==> config.mk <==
export PLATFORM = sky130hd
export DESIGN_NAME = lc3_ctrl
export DESIGN_NICKNAME = d
export VERILOG_FILES = /design/src/hdl/lc3_pkg.sv /design/src/hdl/lc3_ctrl.sv
export SDC_FILE = /design/constraint.sdc
export NUM_CORES = 1
export LEC_CHECK = 0
export ABC_AREA = 1
export BUFFER_PORTS_ARGS = -buffer_cell sky130_fd_sc_hd__buf_2
export CAP_MARGIN = 10
export CORE_AREA = 2 2 39 41
export DETAILED_ROUTE_END_ITERATION = 10
export DIE_AREA = 0 0 41 43
export PLACE_DENSITY_LB_ADDON = 0.25
export SYNTH_ARGS = -nofsm -noshare
export SYNTH_HDL_FRONTEND = slang
export SYNTH_SLANG_ARGS = --single-unit
export TNS_END_PERCENT = 30
==> constraint.sdc <==
create_clock -name clk -period 1.5 [get_ports clk]
set_input_delay 0.15 -clock clk [delete_from_list [all_inputs] [get_ports clk]]
set_output_delay 0.15 -clock clk [all_outputs]
set_load 0.01 [all_outputs]
==> src/hdl/lc3_pkg.sv <==
// ----------------------------------------------------------------------------
// lc3_pkg
// shared types, codes and helpers for the lc3 instruction step core
// ----------------------------------------------------------------------------
package lc3_pkg;

  localparam int ADDR_BITS_DEF = 16;
  localparam int WORD_W        = 16;
  localparam int KIND_W        = 3;
  localparam int RIDX_W        = 3;
  localparam int CC_W          = 3;
  localparam int IN_TDATA_W    = 40;
  localparam int OUT_TDATA_W   = 40;

  localparam logic [KIND_W-1:0] KIND_MEM_WR = 3'd0;
  localparam logic [KIND_W-1:0] KIND_MEM_RD = 3'd1;
  localparam logic [KIND_W-1:0] KIND_REG_WR = 3'd2;
  localparam logic [KIND_W-1:0] KIND_REG_RD = 3'd3;
  localparam logic [KIND_W-1:0] KIND_START  = 3'd4;
  localparam logic [KIND_W-1:0] KIND_STEP   = 3'd5;

  localparam logic [3:0] OP_BR   = 4'd0;
  localparam logic [3:0] OP_ADD  = 4'd1;
  localparam logic [3:0] OP_LD   = 4'd2;
  localparam logic [3:0] OP_ST   = 4'd3;
  localparam logic [3:0] OP_JSR  = 4'd4;
  localparam logic [3:0] OP_AND  = 4'd5;
  localparam logic [3:0] OP_LDR  = 4'd6;
  localparam logic [3:0] OP_STR  = 4'd7;
  localparam logic [3:0] OP_RTI  = 4'd8;
  localparam logic [3:0] OP_NOT  = 4'd9;
  localparam logic [3:0] OP_LDI  = 4'd10;
  localparam logic [3:0] OP_STI  = 4'd11;
  localparam logic [3:0] OP_JMP  = 4'd12;
  localparam logic [3:0] OP_RES  = 4'd13;
  localparam logic [3:0] OP_LEA  = 4'd14;
  localparam logic [3:0] OP_TRAP = 4'd15;

  localparam logic [7:0]      TRAP_HALT = 8'h25;
  localparam logic [RIDX_W-1:0] LINK_REG = 3'd7;

  localparam logic [CC_W-1:0] CC_NONE = 3'd0;
  localparam logic [CC_W-1:0] CC_P    = 3'd1;
  localparam logic [CC_W-1:0] CC_Z    = 3'd2;
  localparam logic [CC_W-1:0] CC_N    = 3'd4;

  typedef enum logic [3:0] {
    ST_IDLE, ST_MEM_WR, ST_MEM_RD, ST_MEM_CAP, ST_SIMPLE, ST_FETCH,
    ST_DECODE, ST_EXEC, ST_IND, ST_LOAD, ST_DONE
  } state_t;

  typedef enum logic [3:0] {
    CMD_IDLE, CMD_MEM_WR, CMD_MEM_RD, CMD_MEM_CAP, CMD_SIMPLE, CMD_FETCH,
    CMD_DECODE, CMD_EXEC, CMD_IND, CMD_LOAD, CMD_DONE
  } cmd_t;

  typedef struct packed {
    cmd_t cmd;
    logic load_out;
  } ctl_t;

  typedef struct packed {
    logic [3:0] ir_op;
    logic       out_free;
  } stat_t;

  function automatic logic [WORD_W-1:0] sext5(input logic [4:0] v);
    return {{11{v[4]}}, v};
  endfunction

  function automatic logic [WORD_W-1:0] sext6(input logic [5:0] v);
    return {{10{v[5]}}, v};
  endfunction

  function automatic logic [WORD_W-1:0] sext9(input logic [8:0] v);
    return {{7{v[8]}}, v};
  endfunction

  function automatic logic [WORD_W-1:0] sext11(input logic [10:0] v);
    return {{5{v[10]}}, v};
  endfunction

  function automatic logic [CC_W-1:0] cc_of(input logic [WORD_W-1:0] v);
    logic [CC_W-1:0] c;
    if (v[WORD_W-1]) c = CC_N;
    else if (v == '0) c = CC_Z;
    else c = CC_P;
    return c;
  endfunction

endpackage

==> src/hdl/lc3_ctrl.sv <==
// ----------------------------------------------------------------------------
// lc3_ctrl
// sequencer walking steps through fetch, decode, execute and memory states
// ----------------------------------------------------------------------------
module lc3_ctrl (
  input  logic                      clk,
  input  logic                      rst_n,
  input  logic                      in_tvalid,
  input  logic [lc3_pkg::KIND_W-1:0] in_kind,
  output logic                      in_tready,
  input  lc3_pkg::stat_t            stat,
  output lc3_pkg::ctl_t             ctl
);

  lc3_pkg::state_t state_r, state_nxt;

  always_ff @(posedge clk) begin
    if (!rst_n) begin
      state_r <= lc3_pkg::ST_IDLE;
    end else begin
      state_r <= state_nxt;
    end
  end

  always_comb begin
    state_nxt = state_r;
    unique case (state_r)
      lc3_pkg::ST_IDLE: begin
        if (in_tvalid) begin
          priority case (in_kind)
            lc3_pkg::KIND_MEM_WR: state_nxt = lc3_pkg::ST_MEM_WR;
            lc3_pkg::KIND_MEM_RD: state_nxt = lc3_pkg::ST_MEM_RD;
            lc3_pkg::KIND_STEP:   state_nxt = lc3_pkg::ST_FETCH;
            default:              state_nxt = lc3_pkg::ST_SIMPLE;
          endcase
        end
      end
      lc3_pkg::ST_MEM_WR:  state_nxt = lc3_pkg::ST_DONE;
      lc3_pkg::ST_MEM_RD:  state_nxt = lc3_pkg::ST_MEM_CAP;
      lc3_pkg::ST_MEM_CAP: state_nxt = lc3_pkg::ST_DONE;
      lc3_pkg::ST_SIMPLE:  state_nxt = lc3_pkg::ST_DONE;
      lc3_pkg::ST_FETCH:   state_nxt = lc3_pkg::ST_DECODE;
      lc3_pkg::ST_DECODE:  state_nxt = lc3_pkg::ST_EXEC;
      lc3_pkg::ST_EXEC: begin
        if (stat.ir_op == lc3_pkg::OP_LD || stat.ir_op == lc3_pkg::OP_LDR) begin
          state_nxt = lc3_pkg::ST_LOAD;
        end else if (stat.ir_op == lc3_pkg::OP_LDI || stat.ir_op == lc3_pkg::OP_STI) begin
          state_nxt = lc3_pkg::ST_IND;
        end else begin
          state_nxt = lc3_pkg::ST_DONE;
        end
      end
      lc3_pkg::ST_IND: begin
        state_nxt = (stat.ir_op == lc3_pkg::OP_LDI) ? lc3_pkg::ST_LOAD : lc3_pkg::ST_DONE;
      end
      lc3_pkg::ST_LOAD: state_nxt = lc3_pkg::ST_DONE;
      lc3_pkg::ST_DONE: begin
        if (stat.out_free) state_nxt = lc3_pkg::ST_IDLE;
      end
      default: state_nxt = lc3_pkg::ST_IDLE;
    endcase
  end

  always_comb begin
    in_tready    = 1'b0;
    ctl.load_out = 1'b0;
    ctl.cmd      = lc3_pkg::CMD_IDLE;
    unique case (state_r)
      lc3_pkg::ST_IDLE: begin
        in_tready = 1'b1;
        ctl.cmd   = lc3_pkg::CMD_IDLE;
      end
      lc3_pkg::ST_MEM_WR:  ctl.cmd = lc3_pkg::CMD_MEM_WR;
      lc3_pkg::ST_MEM_RD:  ctl.cmd = lc3_pkg::CMD_MEM_RD;
      lc3_pkg::ST_MEM_CAP: ctl.cmd = lc3_pkg::CMD_MEM_CAP;
      lc3_pkg::ST_SIMPLE:  ctl.cmd = lc3_pkg::CMD_SIMPLE;
      lc3_pkg::ST_FETCH:   ctl.cmd = lc3_pkg::CMD_FETCH;
      lc3_pkg::ST_DECODE:  ctl.cmd = lc3_pkg::CMD_DECODE;
      lc3_pkg::ST_EXEC:    ctl.cmd = lc3_pkg::CMD_EXEC;
      lc3_pkg::ST_IND:     ctl.cmd = lc3_pkg::CMD_IND;
      lc3_pkg::ST_LOAD:    ctl.cmd = lc3_pkg::CMD_LOAD;
      lc3_pkg::ST_DONE: begin
        ctl.cmd      = lc3_pkg::CMD_DONE;
        ctl.load_out = stat.out_free;
      end
      default: ctl.cmd = lc3_pkg::CMD_IDLE;
    endcase
  end

endmodule

* Word-level counts from Yosys, hierarchy flattened *
Index checks and enable logic that the tools add are counted.

storage, ports and cells
  memory bits (writable) = 0
  ROM bits = 0
  memories kept = 0
  flip-flop bits (word level) = 4
  input bits = 11
  word-level logic and storage cells = 35
  latch bits = 0

operators by class
  multiplexer cells = 10
  multipliers = 0
  divide/modulo/power cells = 0
  bitwise logic cells = 0
  shift operators = 0
  reductions and logical operators = 6
  eq/ne operators = 18
  magnitude comparators = 0
  add/sub/neg operators = 0

operator list
  cell                                                             number
  4-bit case mux with 10 select lines                              1
  4-bit case mux with 8 select lines                               1
  4-bit by 3-bit == test with 1-bit output, second input constant  5
  4-bit == test, second input constant                             5
  4-bit by 2-bit == test with 1-bit output, second input constant  3
  3-bit case mux with 3 select lines                               1
  4-bit two-way mux                                                2
  2-bit two-way mux                                                3
  4-bit by 1-bit == test with 1-bit output, second input constant  1
  4-bit zero test                                                  1
  2-bit != test, second input constant                             2
  4-bit OR reduction                                               1
  3-bit by 1-bit == test with 1-bit output, second input constant  1
  3-bit == test, second input constant                             1
  3-bit zero test                                                  1
  1-bit logical OR                                                 2
  1-bit two-way mux                                                2
  2-bit AND reduction                                              1

* Logic depth before layout (Yosys ltp) *
Gate-level depths: netlist (run 1).

  depth after elaboration = 5
  depth in mapped cells = 9
  mapped depth without buffers = 9

* Worst setup path before layout (run 1) *
OpenSTA, ideal clock, no wires.

  path type = register to register
  from = reg state_r[3]
  to = reg state_r[1]
  setup slack = 0.394 ns
  cell stages (with the launch flop) = 8
  buffers on the path = 0
  library setup time = 0.116 ns
  data required time = 1.384 ns
  period minus slack after synthesis = 1.106 ns
  arrival time = 0.990 ns
  cells stage by stage = dfxtp_1 inv_2 nor2_4 nand4_2 o21ai_2 inv_2 nand2_1 a21oi_2

between the ends
  cells in the longest elaborated chain, start to end = 3
  elaborated cells on any way between the ends = 16

RTL lines
  what                                                                       line            source
  start, declared                                                            lc3_ctrl.sv:15  lc3_pkg::state_t state_r, state_nxt;
  start signal, assigned                                                     lc3_ctrl.sv:19  state_r <= lc3_pkg::ST_IDLE;
  start signal, assigned                                                     lc3_ctrl.sv:21  state_r <= state_nxt;
  4-bit == test (tied with other cells)                                      lc3_ctrl.sv:27  unique case (state_r)
  4-bit OR reduction (no source line) or 2-bit != test (tied branches)       n/a
  4-bit case mux with 8 select lines or 2-bit AND reduction (tied branches)  n/a

Parallel ways exist; a longest one is shown, timed or not.
A chain may end at the register's enable or synchronous reset.

==> results of run 1 <==
-- metrics by stage --
stage          hold WS, ns  total power [W]
2_1_floorplan        0.248         0.000730
3_3_place_gp         0.353         0.000907
3_5_place_dp         0.355         0.000903
4_1_cts              0.112          0.00104
5_1_grt              0.132          0.00115
6_report             0.110          0.00104
-- cells in the final DEF (no fill, tap or decap), drive strengths merged --
cell and instances:
clkbuf 3, dfxtp 4, nand3 4, nor2 20, inv 14, nor3 1
clkinv 2, nand2 24, buf 16, a211oi 1, a21oi 4, o21ai 3
nand4 1, nand3b 1
-- path summary, 6_finish.rpt --
check                                   to  slack, ns
worst max register to register  state_r[1]       0.32
worst min-delay path            state_r[3]       0.11
worst max-delay path                ctl[0]       0.18
worst min register to register  state_r[1]       0.61
-- Yosys cell counts, types with 2 or more instances --
master | count | area share [%]
nor2_4 | 2 | 5.3
nand2_1 | 22 | 19
clkinv_1 | 2 | 1.8
inv_1 | 9 | 7.9
nor2_1 | 16 | 14
nand2_2 | 2 | 2.9
inv_2 | 5 | 4.4
nor2_2 | 2 | 2.9
a21oi_1 | 3 | 3.5
dfxtp_1 | 4 | 19
o21ai_0 | 2 | 2.4
nand3_1 | 4 | 4.7
-- where the power goes --
part / switching (W) / leakage [nW] / internal [W] / total (W)
Sequential: 0.0000721 / 0.0333 / 0.000156 / 0.000228
Combinational: 0.000421 / 0.261 / 0.000253 / 0.000674
Clock: 0.0000475 / 0.0138 / 0.0000897 / 0.000137
-- what timing repair did --
item	CTS	global route
buffers inserted	0	0
endpoints found under the setup margin	0	1
gates resized for setup	0	1
-- final cells by class --
cell class              instances  area [µm²]
fillers                       161         835
multi-input cells              59         285
flip-flops and latches          4        81.3
repair buffers                 16        80.1
inverters                      16        60.1
clock buffers                   3        22.5
well taps                      16        20.0
-- metal layers --
layer | routed length [µm] | global-route usage (%)
met3 | 56 | 3.14
met5 | 0 | 0
met1 | 435 | 14.5
met4 | 19 | 10.0
met2 | 452 | 18.8
-- cell families (layout without fill, tap and decap cells) --
family,after synthesis,in the layout,share of synthesized area [%]
simple gates,51,51,55.3
buf+inv,16,35,14.1
compound gates,8,8,11.8
flops,4,4,18.8
-- tightest hold or removal path, stage by stage --
cell and delay (ns):
buf_2 0.09, nand2_1 0.04, inv_1 0.04
==> flow_metrics.py, run 1 <==
metrics = {
    "global_route": {
        "grt_pass1_wl_mm": 1.46,
        "grt_pass1_vias": 402,
        "grtUsageTotal_pct": 12.7,
        "antenna_found_initial": 0,
        "gr-total-overflow": 0,
        "grt_max_degree": 7,
    },
    "timing": {
        "slew-limit-headroom_pct": 86.0,
        "tightestPinTransition_ns": 0.209,
        "max_freq_mhz": 756,
        "timing.final.crit_share_pct": 88.2,
        "rsz0062_at_grt": "false",
        "hold_viol_final": 0,
        "setup_ws_ns": 0.178,
        "tns_ns": 0,
        "fin_crit_ns": 1.32,
        "drv_slew": 0,
        "fin_worst_skew_ns": 0.00396,
        "setup_violations": 0,
    },
    "placement": {
        "placed_cells": 111,
        "placed_cell_area_um2": 526,
        "dp_slack_ns": 0.254,
        "dpl.hpwl_um": 784,
        "io_buffer_count": 16,
        "gp_congestion": 0.802,
    },
    "setup_path": {
        "crit_path_max_incr_delay_ns": 0.39,
        "worstPathRequired_ns": 1.35,
        "r2r_start": "state_r[1]",
        "reg2regPathDepth": 9,
        "crit_arrival_ns": 1.17,
        "cp_top_family": "flip-flops",
        "cp-startpoint": "state_r[3]",
        "setup.worst_path.class": "reg2out",
        "cp_cell_sequence": "inv_2, nor2_4, inv_1, nor3_1, buf_2",
        "crit_path_start_kind": "flop",
        "cp_max_fo": 6,
        "crit_path_end_kind": "output pin",
        "cp_num_cells": 5,
        "slowest_stage": "dfxtp_2",
        "crit_buf_inv": 3,
    },
    "route": {
        "routed_wl_um": 964,
        "ant_nets": 0,
        "first_pass_iters": 4,
        "wire_per_inst_um": 8.46,
        "routed_via_density": 4.38,
        "drc": 0,
        "drt_iter0_drc": 12,
        "vias": 499,
    },
    "final_layout": {
        "fin_util_pct": 39.7,
        "fin_nets": 111,
        "area_growth_pct": 29.1,
        "final_cells": 114,
        "reg_top3": "state_r: 4 flops",
        "regMostFlops": "state_r",
        "drive_above_1_share_pct": 34.7,
        "fin_area_um2": 549,
        "n_antenna_cell": 0,
        "largest_register_ffs": 4,
    },
    "cts": {
        "cts_max_path_buffers": 2,
        "cts_inserted_buffers": 3,
        "path_clk_slew_ns": 0.03,
        "clock-sinks": 4,
        "cts_htree_levels": 1,
        "cts_tree": "done",
        "cts_root_buf": "clkbuf_4",
        "clk_latency_ns": 0.24,
        "cts-hold-fix-buffers": 0,
    },
    "synthesis": {
        "synthFlopType": "dfxtp_1",
        "async_reset_ff_share_pct": 0,
        "synth_area_per_cell_um2": 5.38,
        "ys_seq_area_share_pct": 18.8,
        "synth_cells": 79,
        "synth_nets": 90,
        "ys_types": 18,
        "syn_area_um2": 425,
        "ys_warn_count": 0,
        "synth_edf_count": 0,
        "synth-seq-cells": 4,
    },
    "floorplan": {
        "die_y_um": 43,
        "die_area_um2": 1760,
        "coreArea_um2": 1380,
        "fp.dieW_um": 41,
        "rows": 14,
        "start_util_pct": 30.7,
        "ios": 17,
    },
    "min_path": {
        "worstHoldPathType": "in2reg",
        "holdCritStartpoint": "rst_n",
        "worstHoldPathCells": 3,
    },
    "power_and_ir_drop": {
        "p_leak_nw": 0.308,
        "vdd_ir_drop_max_v": 0.000898,
        "power_density_nw_per_um2": 1890,
    },
    "flow_run": {
        "maxCapViolations": 0,
    },
    "outcome": {
        "status": "finished, final reports clean",
    },
}
Note: power is estimated with default switching activity, not from simulation.
==> run 2: changes to the inputs <==
==> constraint.sdc (replaced) <==
create_clock -name clk -period 1.5 [get_ports clk]
set_input_delay 0.15 -clock clk [delete_from_list [all_inputs] [get_ports clk]]
set_output_delay 0.15 -clock clk [all_outputs]
set_load 0.1 [all_outputs]
==> run 2 against run 1 <==
Critical path depth unchanged. Critical path type unchanged. Non-clock buffer count unchanged. Final cell count unchanged. Setup slack worse by 0.076 ns. Utilization up 8.6 points. Critical endpoint unchanged.
==> flow_metrics.py, run 2 (same netlist as run 1, synthesis figures left out) <==
metrics = {
    "route": {
        "ant_nets": 0,
        "drc": 0,
        "wire_per_inst_um": 8.76,
        "routed_wl_um": 999,
        "first_pass_iters": 4,
        "vias": 503,
        "routed_via_density": 4.41,
        "drt_iter0_drc": 4,
    },
    "flow_run": {
        "maxCapViolations": 0,
    },
    "cts": {
        "cts_max_path_buffers": 2,
        "cts_htree_levels": 1,
        "cts-hold-fix-buffers": 0,
        "cts_inserted_buffers": 3,
        "clock-sinks": 4,
        "cts_tree": "done",
        "cts_root_buf": "clkbuf_4",
        "clk_latency_ns": 0.24,
        "path_clk_slew_ns": 0.04,
    },
    "final_layout": {
        "reg_top3": "state_r: 4 flops",
        "largest_register_ffs": 4,
        "area_growth_pct": 57.1,
        "mostFrequentLayoutCells": "nand2_1, nor2_1, buf_2",
        "regMostFlops": "state_r",
        "n_antenna_cell": 0,
        "drive_above_1_share_pct": 39.8,
        "fin_nets": 111,
        "final_common_cell": "nand2_1",
        "fin_util_pct": 48.3,
        "fill_cells": 152,
    },
    "global_route": {
        "grtUsageTotal_pct": 14.6,
        "grt_max_degree": 7,
        "antenna_found_initial": 0,
        "grt_pass1_wl_mm": 1.77,
        "grt_pass1_vias": 489,
        "gr-total-overflow": 0,
    },
    "timing": {
        "finalHoldWorstSlack_ns": 0.112,
        "rsz0062_at_grt": "false",
        "drv_slew": 0,
        "hold_viol_final": 0,
        "fin_crit_ns": 1.40,
        "timing.final.crit_share_pct": 93.2,
        "fin_worst_skew_ns": 0.00619,
        "tightestPinTransition_ns": 0.219,
        "slew-limit-headroom_pct": 85.3,
        "setup_violations": 0,
        "max_freq_mhz": 715,
    },
    "placement": {
        "gp_congestion": 0.783,
        "io_buffer_count": 16,
        "dpl.hpwl_um": 855,
    },
    "setup_path": {
        "crit_path_start_kind": "flop",
        "cp_max_fo": 6,
        "setup.worst_path.class": "reg2out",
        "crit_arrival_ns": 1.25,
        "worstPathRequired_ns": 1.35,
        "crit_path_end_kind": "output pin",
    },
    "floorplan": {
        "start_util_pct": 30.7,
        "coreArea_um2": 1380,
        "die_area_um2": 1760,
        "rows": 14,
        "die_y_um": 43,
        "fp.dieW_um": 41,
        "ios": 17,
    },
    "outcome": {
        "status": "finished, final reports clean",
    },
    "min_path": {
        "worstHoldPathType": "in2reg",
    },
}
## run 2: path summary, 6_finish.rpt
kind | from | to | slack (ns) | cells after the start
setup reg to reg | state_r[0] | state_r[1] | 0.23 | 9
hold reg to reg | state_r[1] | state_r[1] | 0.62 | 2
setup / recovery | state_r[3] | ctl[0] | 0.10 | 5
hold / removal | rst_n | state_r[3] | 0.11 | 3
## run 2: repair_timing
item,CTS,global route
pin swaps,0,0
resized for setup,1,2
endpoints found under the setup margin,2,1
setup buffers,0,0
## run 2: layout make-up
| cell class | count | area (µm²) | share of cell area (%) |
|---|---|---|---|
| sequential | 4 | 83.8 | 12.5 |
| inverter | 16 | 60.1 | 8.99 |
| multi-input combinational | 59 | 312 | 46.6 |
| clock buffer | 3 | 22.5 | 3.37 |
| tap | 16 | 20.0 | 3.00 |
| timing repair buffer | 16 | 170 | 25.5 |
## run 2: metal layers
metal	GRT usage, %	up-vias	wire [µm]
li1	-	281	-
met1	16.4	206	437
met2	23.8	14	497
met3	4.71	2	47
met4	6.00	0	17
met5	0	-	0
## run 2: worst max-delay path, cell delays in order (launching register included)
cell	delay, ns
dfxtp_4	0.39
inv_2	0.06
nor2_4	0.13
inv_2	0.08
nor3_4	0.15
buf_12	0.20
## run 2: metrics by stage
| step | area (µm²) | TNS, ns | setup slack [ns] | std cells |
|---|---|---|---|---|
| floorplan | 452 | -0.354 | -0.171 | 79 |
| global placement | 642 | 0 | 0.197 | 111 |
| detailed placement | 642 | 0 | 0.159 | 111 |
| CTS | 666 | 0 | 0.0135 | 114 |
| global route | 668 | 0 | 0.0446 | 114 |
| finish | 668 | 0 | 0.102 | 114 |
Power of run 2 is not shown: default switching activity piles up to over one toggle a cycle in this logic, so the estimate is an artifact.
==> run 3: changes to the inputs <==
==> constraint.sdc (replaced) <==
create_clock -name clk -period 1.55 [get_ports clk]
set_input_delay 0.155 -clock clk [delete_from_list [all_inputs] [get_ports clk]]
set_output_delay 0.155 -clock clk [all_outputs]
set_load 0.1 [all_outputs]
==> run 3 against run 2 <==
Clock-buffer cell count stayed put. First-iteration DRC count is 50% higher. Via count is 2.8% higher. Critical endpoint is now ctl[1]. Highest routed layer is now met3. Clock skew is 0.00061 ns lower. Non-clock buffer count stayed put. Sequential share of layout area is 1.2 points higher. Global-route usage is 1.8 points lower. Final area is 8.4% lower. Critical path depth is 1 lower.
==> flow_metrics.py, run 3 (same netlist as run 1, synthesis figures left out) <==
metrics = {
    "final_layout": {
        "fin_area_um2": 612,
        "mostFrequentLayoutCells": "nand2_1, nor2_1, buf_2",
        "n_antenna_cell": 0,
        "area_growth_pct": 43.8,
        "final_cells": 114,
        "fill_cells": 148,
        "fin_nets": 111,
        "reg_top3": "state_r: 4 flops",
        "largest_register_ffs": 4,
        "regMostFlops": "state_r",
        "drive_above_1_share_pct": 38.8,
        "final_common_cell": "nand2_1",
    },
    "cts": {
        "path_clk_slew_ns": 0.04,
        "clk_latency_ns": 0.24,
        "cts_htree_levels": 1,
        "cts-hold-fix-buffers": 0,
        "cts_setup_buffers": 0,
        "cts_inserted_buffers": 3,
        "cts_max_path_buffers": 2,
        "cts_tree": "done",
        "clock-sinks": 4,
        "cts_root_buf": "clkbuf_4",
        "cts_resized": 1,
    },
    "floorplan": {
        "die_area_um2": 1760,
        "die_y_um": 43,
        "rows": 14,
        "coreArea_um2": 1380,
        "ios": 17,
        "start_util_pct": 30.7,
        "fp.dieW_um": 41,
    },
    "route": {
        "wire_per_inst_um": 8.39,
        "drt_iter0_drc": 6,
        "drc": 0,
        "first_pass_iters": 4,
        "routed_via_density": 4.54,
        "vias": 517,
        "ant_nets": 0,
        "routed_wl_um": 957,
    },
    "placement": {
        "placed_cells": 111,
        "dp_slack_ns": 0.195,
        "io_buffer_count": 16,
        "gp_congestion": 0.789,
        "placed_cell_area_um2": 586,
        "dpl.hpwl_um": 835,
    },
    "setup_path": {
        "crit_end": "ctl[1]",
        "slowest_stage": "buf_2",
        "crit_arrival_ns": 1.32,
        "reg2regPathDepth": 9,
        "cp_cell_sequence": "inv_1, nand2_1, a21oi_2, buf_2",
        "setup.worst_path.class": "reg2out",
        "crit_path_max_incr_delay_ns": 0.43,
        "reg2reg_to": "state_r[1]",
        "cp_max_fo": 5,
        "r2r_start": "state_r[0]",
        "crit_path_end_kind": "output pin",
        "crit_path_start_kind": "flop",
        "worstPathRequired_ns": 1.39,
        "rrSetupSlack_ns": 0.33,
        "cp-startpoint": "state_r[1]",
    },
    "timing": {
        "timing.final.crit_share_pct": 95.5,
        "rsz0062_at_grt": "false",
        "setup_violations": 0,
        "slew-limit-headroom_pct": 67.9,
        "tightestPinTransition_ns": 0.485,
        "fin_crit_ns": 1.48,
        "max_freq_mhz": 676,
        "setup_ws_ns": 0.0704,
        "drv_slew": 0,
        "fin_worst_skew_ns": 0.00557,
        "hold_viol_final": 0,
    },
    "outcome": {
        "status": "finished, final reports clean",
    },
    "global_route": {
        "grtUsageTotal_pct": 12.8,
        "grt_max_degree": 7,
        "gr-total-overflow": 0,
        "grt_pass1_vias": 427,
        "grt_pass1_wl_mm": 1.58,
        "antenna_found_initial": 0,
    },
    "min_path": {
        "worstHoldPathType": "in2reg",
    },
    "flow_run": {
        "maxCapViolations": 0,
    },
}
==> run 3: per-stage QoR <==
step / hold slack [ns] / TNS (ns) / utilization (%)
detailed placement: 0.364 / 0 / 42.3
global route: 0.131 / 0 / 44.2
finish: 0.117 / 0 / 44.2
CTS: 0.118 / 0 / 44.0
global placement: 0.370 / 0 / 42.3
floorplan: 0.253 / -0.661 / -
==> run 3: worst max-delay path: cells and delay by family (launching register included) <==
kind,cells,cell delay [ns]
AOI/OAI and AO/OA,1,0.10
buffers and inverters,2,0.56
DFF,1,0.36
and+or+nand+nor,1,0.08
==> run 3: layer usage <==
metal | wire (µm) | track usage [%]
met5 | 0 | 0
met1 | 467 | 16.4
met3 | 59 | 6.28
met4 | 0 | 2.00
met2 | 431 | 19.1
==> run 3: worst min-delay path by stage <==
stage,start,end,slack (ns),depth (start not counted)
floorplan,rst_n,state_r[3],0.25,2
global placement,rst_n,state_r[3],0.37,3
detailed placement,rst_n,state_r[3],0.36,3
CTS,rst_n,state_r[3],0.12,3
global route,rst_n,state_r[3],0.13,3
finish,rst_n,state_r[3],0.12,3
==> run 3: cell type report <==
class	instances	area (µm²)	share of cell area, %
Multi-Input combinational cell	59	300	49.1
Timing Repair Buffer	16	125	20.4
Sequential cell	4	83.8	13.7
Inverter	16	60.1	9.82
Clock buffer	3	22.5	3.68
Tap cell	16	20.0	3.27
Power of run 3 is left out for the same reason.
